<file path="config.mk">
export PLATFORM = sky130hd
export DESIGN_NAME = backslash_escape_decoder
export DESIGN_NICKNAME = d
export VERILOG_FILES = /design/src/hw/rtl/bed_pkg.sv /design/src/hw/rtl/bed_front.sv /design/src/hw/rtl/bed_queue.sv /design/src/hw/rtl/bed_back.sv /design/src/hw/rtl/backslash_escape_decoder.sv
export VERILOG_INCLUDE_DIRS = /design/src /design/src/hw/rtl
export SDC_FILE = /design/constraint.sdc
export NUM_CORES = 1
export LEC_CHECK = 0
export ABC_AREA = 1
export BUFFER_PORTS_ARGS = -buffer_cell sky130_fd_sc_hd__buf_4
export CAP_MARGIN = 15
export CORE_UTILIZATION = 42
export CTS_CLUSTER_DIAMETER = 80
export DETAILED_ROUTE_END_ITERATION = 6
export GPL_ROUTABILITY_DRIVEN = 0
export MAX_ROUTING_LAYER = met4
export PLACE_DENSITY = 0.6
export SYNTH_ARGS = -nofsm -noshare
export SYNTH_HDL_FRONTEND = slang
export SYNTH_HIERARCHICAL = 1
export SYNTH_SLANG_ARGS = --single-unit
</file>
<file path="constraint.sdc">
create_clock -name clk -period 5 [get_ports clk]
set_input_delay 0.5 -clock clk [delete_from_list [all_inputs] [get_ports clk]]
set_output_delay 0.5 -clock clk [all_outputs]
set_load 0.005 [all_outputs]
</file>
<file path="src/hw/rtl/backslash_escape_decoder_assert.svh">
// Assertion helpers for the escape decoder.
// Both macros assume signals named clk and rst_n in the calling scope.
`ifndef BACKSLASH_ESCAPE_DECODER_ASSERT_SVH
`define BACKSLASH_ESCAPE_DECODER_ASSERT_SVH

`ifndef ASSERT_OFF
`define BED_ASSERT_NOW(lbl, ante, cons) \
    lbl: assert property (@(posedge clk) disable iff (!rst_n) (ante) |-> (cons)) \
        else $error("assertion failed");
`define BED_ASSERT_NEXT(lbl, ante, cons) \
    lbl: assert property (@(posedge clk) disable iff (!rst_n) (ante) |=> (cons)) \
        else $error("assertion failed");
`else
`define BED_ASSERT_NOW(lbl, ante, cons)
`define BED_ASSERT_NEXT(lbl, ante, cons)
`endif

`endif

</file>
<file path="src/hw/rtl/bed_pkg.sv">
`timescale 1ns / 1ps

package bed_pkg;

    localparam int QUEUE_DEPTH = 4;

    // decoder modes
    localparam logic [1:0] MODE_TEXT = 2'd0;
    localparam logic [1:0] MODE_ESC  = 2'd1;
    localparam logic [1:0] MODE_HEX  = 2'd2;
    localparam logic [1:0] MODE_OCT  = 2'd3;

    localparam logic [1:0] HEX_DIGITS_MAX = 2'd2;
    localparam logic [1:0] OCT_DIGITS_MAX = 2'd3;

    localparam logic [7:0] CH_BACKSLASH = 8'h5C;
    localparam logic [7:0] CH_X         = 8'h78;
    localparam logic [7:0] CH_ZERO      = 8'h30;
    localparam logic [7:0] CH_E         = 8'h65;
    localparam logic [7:0] CH_N         = 8'h6E;
    localparam logic [7:0] CH_T         = 8'h74;
    localparam logic [7:0] CH_R         = 8'h72;
    localparam logic [7:0] CH_A         = 8'h61;
    localparam logic [7:0] CH_B         = 8'h62;
    localparam logic [7:0] CH_F         = 8'h66;
    localparam logic [7:0] CH_V         = 8'h76;

    localparam logic [7:0] CODE_ESC = 8'h1B;
    localparam logic [7:0] CODE_LF  = 8'h0A;
    localparam logic [7:0] CODE_HT  = 8'h09;
    localparam logic [7:0] CODE_CR  = 8'h0D;
    localparam logic [7:0] CODE_BEL = 8'h07;
    localparam logic [7:0] CODE_BS  = 8'h08;
    localparam logic [7:0] CODE_FF  = 8'h0C;
    localparam logic [7:0] CODE_VT  = 8'h0B;

    // one accepted item's worth of output: one or two bytes
    typedef struct packed {
        logic       two;
        logic [7:0] b0;
        logic [7:0] b1;
    } entry_t;

    typedef struct packed {
        logic valid;
        logic full;
    } q_status_t;

    // {valid, value}
    function automatic logic [4:0] hex_digit(input logic [7:0] c);
        logic [4:0] r;
        r = 5'd0;
        if (c >= 8'h30 && c <= 8'h39)
        begin
            r = {1'b1, c[3:0]};
        end
        else if ((c >= 8'h61 && c <= 8'h66) || (c >= 8'h41 && c <= 8'h46))
        begin
            r = {1'b1, c[3:0] + 4'd9};
        end
        return r;
    endfunction

endpackage

</file>
<file path="src/hw/rtl/bed_front.sv">
`timescale 1ns / 1ps

module bed_front
(
    input  logic               clk,
    input  logic               rst_n,
    input  logic               in_valid,
    output logic               in_ready,
    input  logic [7:0]         in_byte,
    input  logic               in_end,
    input  bed_pkg::q_status_t q_status,
    output logic               push,
    output bed_pkg::entry_t    push_entry
);

    logic [1:0] mode_reg, mode_next;
    logic [1:0] cnt_reg, cnt_next;
    logic [8:0] acc_reg, acc_next;
    logic       emit0, emit1;
    logic [7:0] b0, b1;
    logic [4:0] hex;
    logic [1:0] cnt_inc;
    logic [7:0] run_value;
    logic       accept;

    assign in_ready = !q_status.full;
    assign accept   = in_valid && in_ready;
    assign hex      = bed_pkg::hex_digit(in_byte);
    assign cnt_inc  = cnt_reg + 2'd1;
    // value flushed by a run that ends early
    assign run_value = (mode_reg == bed_pkg::MODE_HEX && cnt_reg == 2'd0) ?
                       bed_pkg::CH_X : acc_reg[7:0];

    always_comb
    begin
        mode_next = mode_reg;
        cnt_next  = cnt_reg;
        acc_next  = acc_reg;
        emit0     = 1'b0;
        emit1     = 1'b0;
        b0        = in_byte;
        b1        = in_byte;
        if (in_end)
        begin
            mode_next = bed_pkg::MODE_TEXT;
            cnt_next  = 2'd0;
            acc_next  = 9'd0;
            unique case (mode_reg)
                bed_pkg::MODE_TEXT: emit0 = 1'b0;
                bed_pkg::MODE_ESC:
                begin
                    emit0 = 1'b1;
                    b0    = bed_pkg::CH_BACKSLASH;
                end
                default:
                begin
                    emit0 = 1'b1;
                    b0    = run_value;
                end
            endcase
        end
        else
        begin
            unique case (mode_reg)
                bed_pkg::MODE_TEXT:
                begin
                    if (in_byte == bed_pkg::CH_BACKSLASH)
                        mode_next = bed_pkg::MODE_ESC;
                    else
                        emit0 = 1'b1;
                end
                bed_pkg::MODE_ESC:
                begin
                    mode_next = bed_pkg::MODE_TEXT;
                    emit0     = 1'b1;
                    unique case (in_byte)
                        bed_pkg::CH_E: b0 = bed_pkg::CODE_ESC;
                        bed_pkg::CH_N: b0 = bed_pkg::CODE_LF;
                        bed_pkg::CH_T: b0 = bed_pkg::CODE_HT;
                        bed_pkg::CH_R: b0 = bed_pkg::CODE_CR;
                        bed_pkg::CH_A: b0 = bed_pkg::CODE_BEL;
                        bed_pkg::CH_B: b0 = bed_pkg::CODE_BS;
                        bed_pkg::CH_F: b0 = bed_pkg::CODE_FF;
                        bed_pkg::CH_V: b0 = bed_pkg::CODE_VT;
                        bed_pkg::CH_X:
                        begin
                            emit0     = 1'b0;
                            mode_next = bed_pkg::MODE_HEX;
                            cnt_next  = 2'd0;
                            acc_next  = 9'd0;
                        end
                        bed_pkg::CH_ZERO:
                        begin
                            emit0     = 1'b0;
                            mode_next = bed_pkg::MODE_OCT;
                            cnt_next  = 2'd0;
                            acc_next  = 9'd0;
                        end
                        default: b0 = in_byte;
                    endcase
                end
                default:
                begin
                    if (mode_reg == bed_pkg::MODE_HEX ? hex[4] : (in_byte[7:3] == 5'b00110))
                    begin
                        acc_next = (mode_reg == bed_pkg::MODE_HEX) ?
                                   {acc_reg[4:0], hex[3:0]} :
                                   {acc_reg[5:0], in_byte[2:0]};
                        cnt_next = cnt_inc;
                        if (cnt_inc >= ((mode_reg == bed_pkg::MODE_HEX) ?
                                        bed_pkg::HEX_DIGITS_MAX : bed_pkg::OCT_DIGITS_MAX))
                        begin
                            emit0     = 1'b1;
                            b0        = acc_next[7:0];
                            mode_next = bed_pkg::MODE_TEXT;
                            cnt_next  = 2'd0;
                            acc_next  = 9'd0;
                        end
                    end
                    else
                    begin
                        // flush the run, then treat the byte as plain text
                        emit0     = 1'b1;
                        b0        = run_value;
                        cnt_next  = 2'd0;
                        acc_next  = 9'd0;
                        if (in_byte == bed_pkg::CH_BACKSLASH)
                        begin
                            mode_next = bed_pkg::MODE_ESC;
                        end
                        else
                        begin
                            mode_next = bed_pkg::MODE_TEXT;
                            emit1     = 1'b1;
                        end
                    end
                end
            endcase
        end
    end

    assign push            = accept && emit0;
    assign push_entry.two  = emit1;
    assign push_entry.b0   = b0;
    assign push_entry.b1   = b1;

    always_ff @(posedge clk or negedge rst_n)
    begin
        if (!rst_n)
        begin
            mode_reg <= bed_pkg::MODE_TEXT;
            cnt_reg  <= 2'd0;
            acc_reg  <= 9'd0;
        end
        else if (accept)
        begin
            mode_reg <= mode_next;
            cnt_reg  <= cnt_next;
            acc_reg  <= acc_next;
        end
    end

endmodule

</file>
<file path="src/hw/rtl/bed_queue.sv">
`timescale 1ns / 1ps

module bed_queue
#(
    parameter int DEPTH = bed_pkg::QUEUE_DEPTH
)
(
    input  logic               clk,
    input  logic               rst_n,
    input  logic               push,
    input  bed_pkg::entry_t    push_entry,
    input  logic               pop,
    output bed_pkg::q_status_t status,
    output bed_pkg::entry_t    head
);

    localparam int PTR_W = (DEPTH > 1) ? $clog2(DEPTH) : 1;
    localparam int CNT_W = $clog2(DEPTH + 1);

    bed_pkg::entry_t  slot_reg [DEPTH];
    logic [PTR_W-1:0] wr_ptr_reg, rd_ptr_reg;
    logic [CNT_W-1:0] count_reg;
    logic             do_push, do_pop;

    assign status.valid = (count_reg != '0);
    assign status.full  = (count_reg == CNT_W'(DEPTH));
    assign do_push      = push && !status.full;
    assign do_pop       = pop && status.valid;
    assign head         = slot_reg[rd_ptr_reg];

    always_ff @(posedge clk)
    begin
        if (do_push)
            slot_reg[wr_ptr_reg] <= push_entry;
    end

    always_ff @(posedge clk or negedge rst_n)
    begin
        if (!rst_n)
        begin
            wr_ptr_reg <= '0;
            rd_ptr_reg <= '0;
            count_reg  <= '0;
        end
        else
        begin
            if (do_push)
                wr_ptr_reg <= (wr_ptr_reg == PTR_W'(DEPTH - 1)) ? '0 : wr_ptr_reg + 1'b1;
            if (do_pop)
                rd_ptr_reg <= (rd_ptr_reg == PTR_W'(DEPTH - 1)) ? '0 : rd_ptr_reg + 1'b1;
            if (do_push && !do_pop)
                count_reg <= count_reg + 1'b1;
            else if (do_pop && !do_push)
                count_reg <= count_reg - 1'b1;
        end
    end

endmodule

</file>
<file path="src/hw/rtl/bed_back.sv">
`timescale 1ns / 1ps

module bed_back
(
    input  logic               clk,
    input  logic               rst_n,
    input  bed_pkg::q_status_t q_status,
    input  bed_pkg::entry_t    head,
    output logic               pop,
    output logic               out_valid,
    input  logic               out_ready,
    output logic [7:0]         out_byte,
    output logic               out_last
);

    // set while the second byte of a two-byte entry is due
    logic second_reg;

    assign out_valid = q_status.valid;
    assign out_byte  = second_reg ? head.b1 : head.b0;
    assign out_last  = !head.two || second_reg;
    assign pop       = out_valid && out_ready && out_last;

    always_ff @(posedge clk or negedge rst_n)
    begin
        if (!rst_n)
            second_reg <= 1'b0;
        else if (out_valid && out_ready)
            second_reg <= !out_last;
    end

endmodule

</file>
<file path="src/hw/rtl/backslash_escape_decoder.sv">
`timescale 1ns / 1ps
// Backslash escape decoder.
// Slave stream: one text byte per word in s_tdata; s_tlast high marks the
// end of the text, carries no byte and flushes any pending escape.
// Master stream: one decoded byte per word in m_tdata; m_tlast is high on
// the last word caused by a given input word.
// An accepted word's output passes through one queue register before it
// reaches the master stream.
// Throughput: one input word per cycle while the queue has room. Most
// words give zero or one output word; a word that ends a hex or octal run
// may give two, which the back end sends one after the other as m_tready
// allows. The front end classifies the word and updates the escape state
// in the accepting cycle; the result goes into a QUEUE_DEPTH-entry queue,
// so s_tready only drops while that queue is full, which only a stalled
// receiver causes (a two-byte word always comes after two input words that
// give no output). When m_tready is low the current word holds and the
// queue fills; input is taken until it is full.
// Reset (rst_n low, asynchronous) returns to plain text mode and empties
// the queue.
`include "backslash_escape_decoder_assert.svh"

module backslash_escape_decoder
#(
    parameter int QUEUE_DEPTH = bed_pkg::QUEUE_DEPTH
)
(
    input  logic       clk,
    input  logic       rst_n,
    input  logic       s_tvalid,
    output logic       s_tready,
    input  logic [7:0] s_tdata,   // [7:0] text_byte
    input  logic       s_tlast,   // end_marker
    output logic       m_tvalid,
    input  logic       m_tready,
    output logic [7:0] m_tdata,   // [7:0] out_byte
    output logic       m_tlast    // last_of_run
);

    bed_pkg::q_status_t q_status;
    bed_pkg::entry_t    push_entry;
    bed_pkg::entry_t    head;
    logic               push;
    logic               pop;

    bed_front u_front
    (
        .clk        (clk),
        .rst_n      (rst_n),
        .in_valid   (s_tvalid),
        .in_ready   (s_tready),
        .in_byte    (s_tdata),
        .in_end     (s_tlast),
        .q_status   (q_status),
        .push       (push),
        .push_entry (push_entry)
    );

    bed_queue #(.DEPTH(QUEUE_DEPTH)) u_queue
    (
        .clk        (clk),
        .rst_n      (rst_n),
        .push       (push),
        .push_entry (push_entry),
        .pop        (pop),
        .status     (q_status),
        .head       (head)
    );

    bed_back u_back
    (
        .clk       (clk),
        .rst_n     (rst_n),
        .q_status  (q_status),
        .head      (head),
        .pop       (pop),
        .out_valid (m_tvalid),
        .out_ready (m_tready),
        .out_byte  (m_tdata),
        .out_last  (m_tlast)
    );

    `BED_ASSERT_NEXT(a_push_lands, push && push_entry.two, m_tvalid)
    `BED_ASSERT_NEXT(a_second_follows, m_tvalid && m_tready && !m_tlast, m_tvalid && m_tlast)
    `BED_ASSERT_NOW(a_stall_means_backlog, !s_tready, m_tvalid)
    `BED_ASSERT_NOW(a_push_only_on_accept, push, s_tvalid && s_tready)

endmodule
</file>
==> key figures <==
Global routing
  – Largest net degree at the start of global routing: 44
  – Vias in the first global route: 4,013
  – Global route overflow: 0
  – Initial antenna violation count: 0
  – First-pass GRT wire length: 19,800 µm
  – Gr usage total: 20.7%

Die
  – DIE WIDTH: 113 µm
  – Die area: 0.0128 mm²
  – # IOs: 24
  – Die height: 113 µm
  – Starting density of the core: 43.2%
  – Row cnt: 40
  – Core Box Area: 0.0121 mm²

Drt
  – Residual DRC: 0
  – Initial DRC count: 296
  – Detailed Route WL: 12,000 µm
  – ANT nets after route: 0
  – WL/cell: 15.3 µm
  – Vias per std cell: 5.17
  – Total number of vias: 4,042
  – DRT Pass-1 Iters: 5

Setup path
  – Crit path largest cell delay: 0.62 ns
  – Cell count along the critical path: 19
  – Critical Path Fanout Max: 14
  – CP Data Arrival Time: 3.61 ns
  – Crit-path slowest cell: dfrtp_1
  – Worst path required time: 5.23 ns
  – FF-to-FF path depth: 19
  – WP buf/inv: 4
  – Crit Path Class: flop to flop
  – CP cell instances: nand2_4, ha_1, inv_1, nand2_1, nand2_1, nand3_2, inv_1, nand2_1, nand2_1, a211oi_1, nand2_2, inv_1, ha_1, inv_1, fa_1, nand2_1, nand3_1, nand2_1, nand2_1
  – Worst setup SP type: flop
  – Top delay family on crit path: simple AND/OR/NAND/NOR gates
  – Reg2reg setup slack: 1.63 ns
  – CP most frequent cell: nand2_1
  – Critical path endpoint category: flop

Power
  – Pwr per Cell Area: 455 mW/mm²
  – Worst vdd ir: 0.153 mV
  – Combinational fraction of design power: 33.8%
  – Leakage power: 0.00245 µW
  – Sw frac: 34.7%
  – Clock share of power: 27.2%
  – Int Pwr: 1690 µW
  – NetSw: 899 µW
  – Power share of the sequential group: 38.9%

Logic synthesis
  – Seq/Total Area, Yosys: 48.8%
  – Area leader, netlist: edfxtp_1
  – Mean Syn Cell Area: 8.70 µm²
  – Area contributors post-synth: edfxtp_1, nand2_1, dfrtp_1
  – Synth Cell Area: 0.00520 mm²
  – Post-synth EDFFs: 68
  – Cells after Synth: 598
  – Main synth FF type: edfxtp_1
  – Post-synth top cells: nand2_1, inv_1, edfxtp_1, nor2_1, o211ai_1
  – Yosys reg bits: 88
  – Library cells used by synthesis: 42
  – Synth warn: 6
  – Share of the synthesized area in the top cell type: 39.2%
  – Most frequent cell after synthesis: nand2_1
  – Async SR Flop Fraction: 22.7%
  – Syn Nets: 624

STA
  – Final setup violation count: 0
  – Fmax: 0.296 GHz
  – Unrepaired setup endpoints after global routing: no
  – Post-route minimum period: 3.37 ns
  – Slew margin rel.: 40.2%
  – Setup Skew: 0.00713 ns
  – Final Hold Vio Count: 0
  – Setup TNS: 0 ns
  – Fin. max-slew vios: 0
  – Tcrit/Tclk final: 67.5%
  – Slew @ Worst Pin: 0.897 ns
  – Final WS setup: 1.63 ns

Clocking
  – Sink Count: 88
  – Clk root buf: clkbuf_16
  – Num CTS Buffers: 9
  – Reg clk slew, reported paths: 0.06 ns
  – Setup bufs post-CTS: 0
  – Clk_lat worst skew: 0.34 ns
  – # hold bufs at CTS: 0
  – CTS H-tree depth: 3
  – Post_cts resized: 0
  – Max Root-Sink Buffers: 2
  – CTS tree: built

Placed design
  – Dpl hpwl: 8470 µm
  – # port buffers: 23
  – Setup WS pre-CTS: 1.52 ns

Layout
  – Max reg flops: 68
  – Area Growth Syn to Fin: 9.40%
  – Final net count: 635
  – Layout cells sized above 1: 13.2%
  – Diode count: 0

Run
  – Max Cap Violations: 0

Run status
  – Status: complete, no violations

Hold path
  – Worst hold path class: input port to async pin
[power groups by stage]
stage / registers (µW) / logic [µW] / clock network (µW)
2_1_floorplan: 976 / 711 / 0
3_3_place_gp: 1020 / 864 / 0
3_5_place_dp: 1020 / 889 / 0
4_1_cts: 1010 / 891 / 724
5_1_grt: 1030 / 995 / 751
6_report: 1010 / 876 / 706
[cell families (layout without fill, tap and decap cells)]
| kind of cell | Yosys count | in the layout | share of synthesized area, % |
|---|---|---|---|
| AO/OA/AOI/OAI | 91 | 91 | 13.1 |
| XOR/XNOR | 1 | 1 | 0.168 |
| adder cells (fa/ha/maj) | 13 | 13 | 3.27 |
| buffers and inverters | 126 | 142 | 11.9 |
| flip-flops | 88 | 88 | 48.8 |
| AND/OR/NAND/NOR | 279 | 279 | 22.6 |
[layout by cell type, fill, tap and decap left out, drive strengths merged, types with 2 or more instances in the layout]
master	count
nor2	47
edfxtp	68
a21oi	14
inv	98
nor3	2
o221ai	2
clkbuf	11
ha	12
o22ai	10
o21ai	16
o211ai	39
nand4	4
bufinv	2
dfrtp	20
nand3	38
a21boi	3
buf	29
nand2	187
[worst register-to-register path, delay by kind of cell, from the launching register on]
| family | cells | cell delay, ns |
|---|---|---|
| AO/OA/AOI/OAI | 1 | 0.35 |
| flip-flops | 1 | 0.62 |
| AND/OR/NAND/NOR | 11 | 1.15 |
| adder cells (fa/ha/maj) | 3 | 0.86 |
| buffers and inverters | 4 | 0.28 |
[routing by layer]
| metal | global-route usage (%) | up-vias | wire [µm] |
|---|---|---|---|
| met5 | - | - | 0 |
| met4 | 8.68 | 0 | 263 |
| met3 | 4.12 | 23 | 670 |
| met2 | 33.5 | 126 | 5710 |
| met1 | 25.3 | 1909 | 5340 |
| li1 | - | 1984 | - |
[per-stage QoR]
stage	cell area, µm²	hold WS [ns]	std cells	util (%)	total power [µW]
after global placement	5380	0.400	766	44.6	1890
after floorplan	5200	0.204	598	-	1690
after global routing	5690	0.0533	782	47.2	2770
after CTS	5690	0.0352	782	47.2	2630
final	5690	0.0349	782	47.2	2590
after detailed placement	5380	0.404	766	44.6	1910
[cell type report]
type / instances / area [µm²]
Fill cell: 1163 / 6370
Inverter: 97 / 369
Tap cell: 168 / 210
Sequential cell: 88 / 2540
Clock buffer: 11 / 233
Clock inverter: 5 / 80.1
Timing Repair Buffer: 29 / 218
Multi-Input combinational cell: 384 / 2040
[final timing paths]
kind / startpoint / endpoint
setup / recovery: u_front/mode_reg[1]$_DFFE_PN0P_ / u_queue/count_reg[2]$_DFFE_PN0P_
hold / removal: rst_n / u_front/acc_reg[2]$_DFFE_PN0P_
setup reg to reg: u_front/mode_reg[1]$_DFFE_PN0P_ / u_queue/count_reg[2]$_DFFE_PN0P_
hold reg to reg: u_queue/count_reg[2]$_DFFE_PN0P_ / u_queue/count_reg[2]$_DFFE_PN0P_
max in group asynchronous: rst_n / u_queue/rd_ptr_reg[0]$_DFFE_PN0P_
min in group clk: s_tdata[7] / u_queue/slot_reg[1][7]$_DFFE_PP_
(Power assumes the default switching activity.)
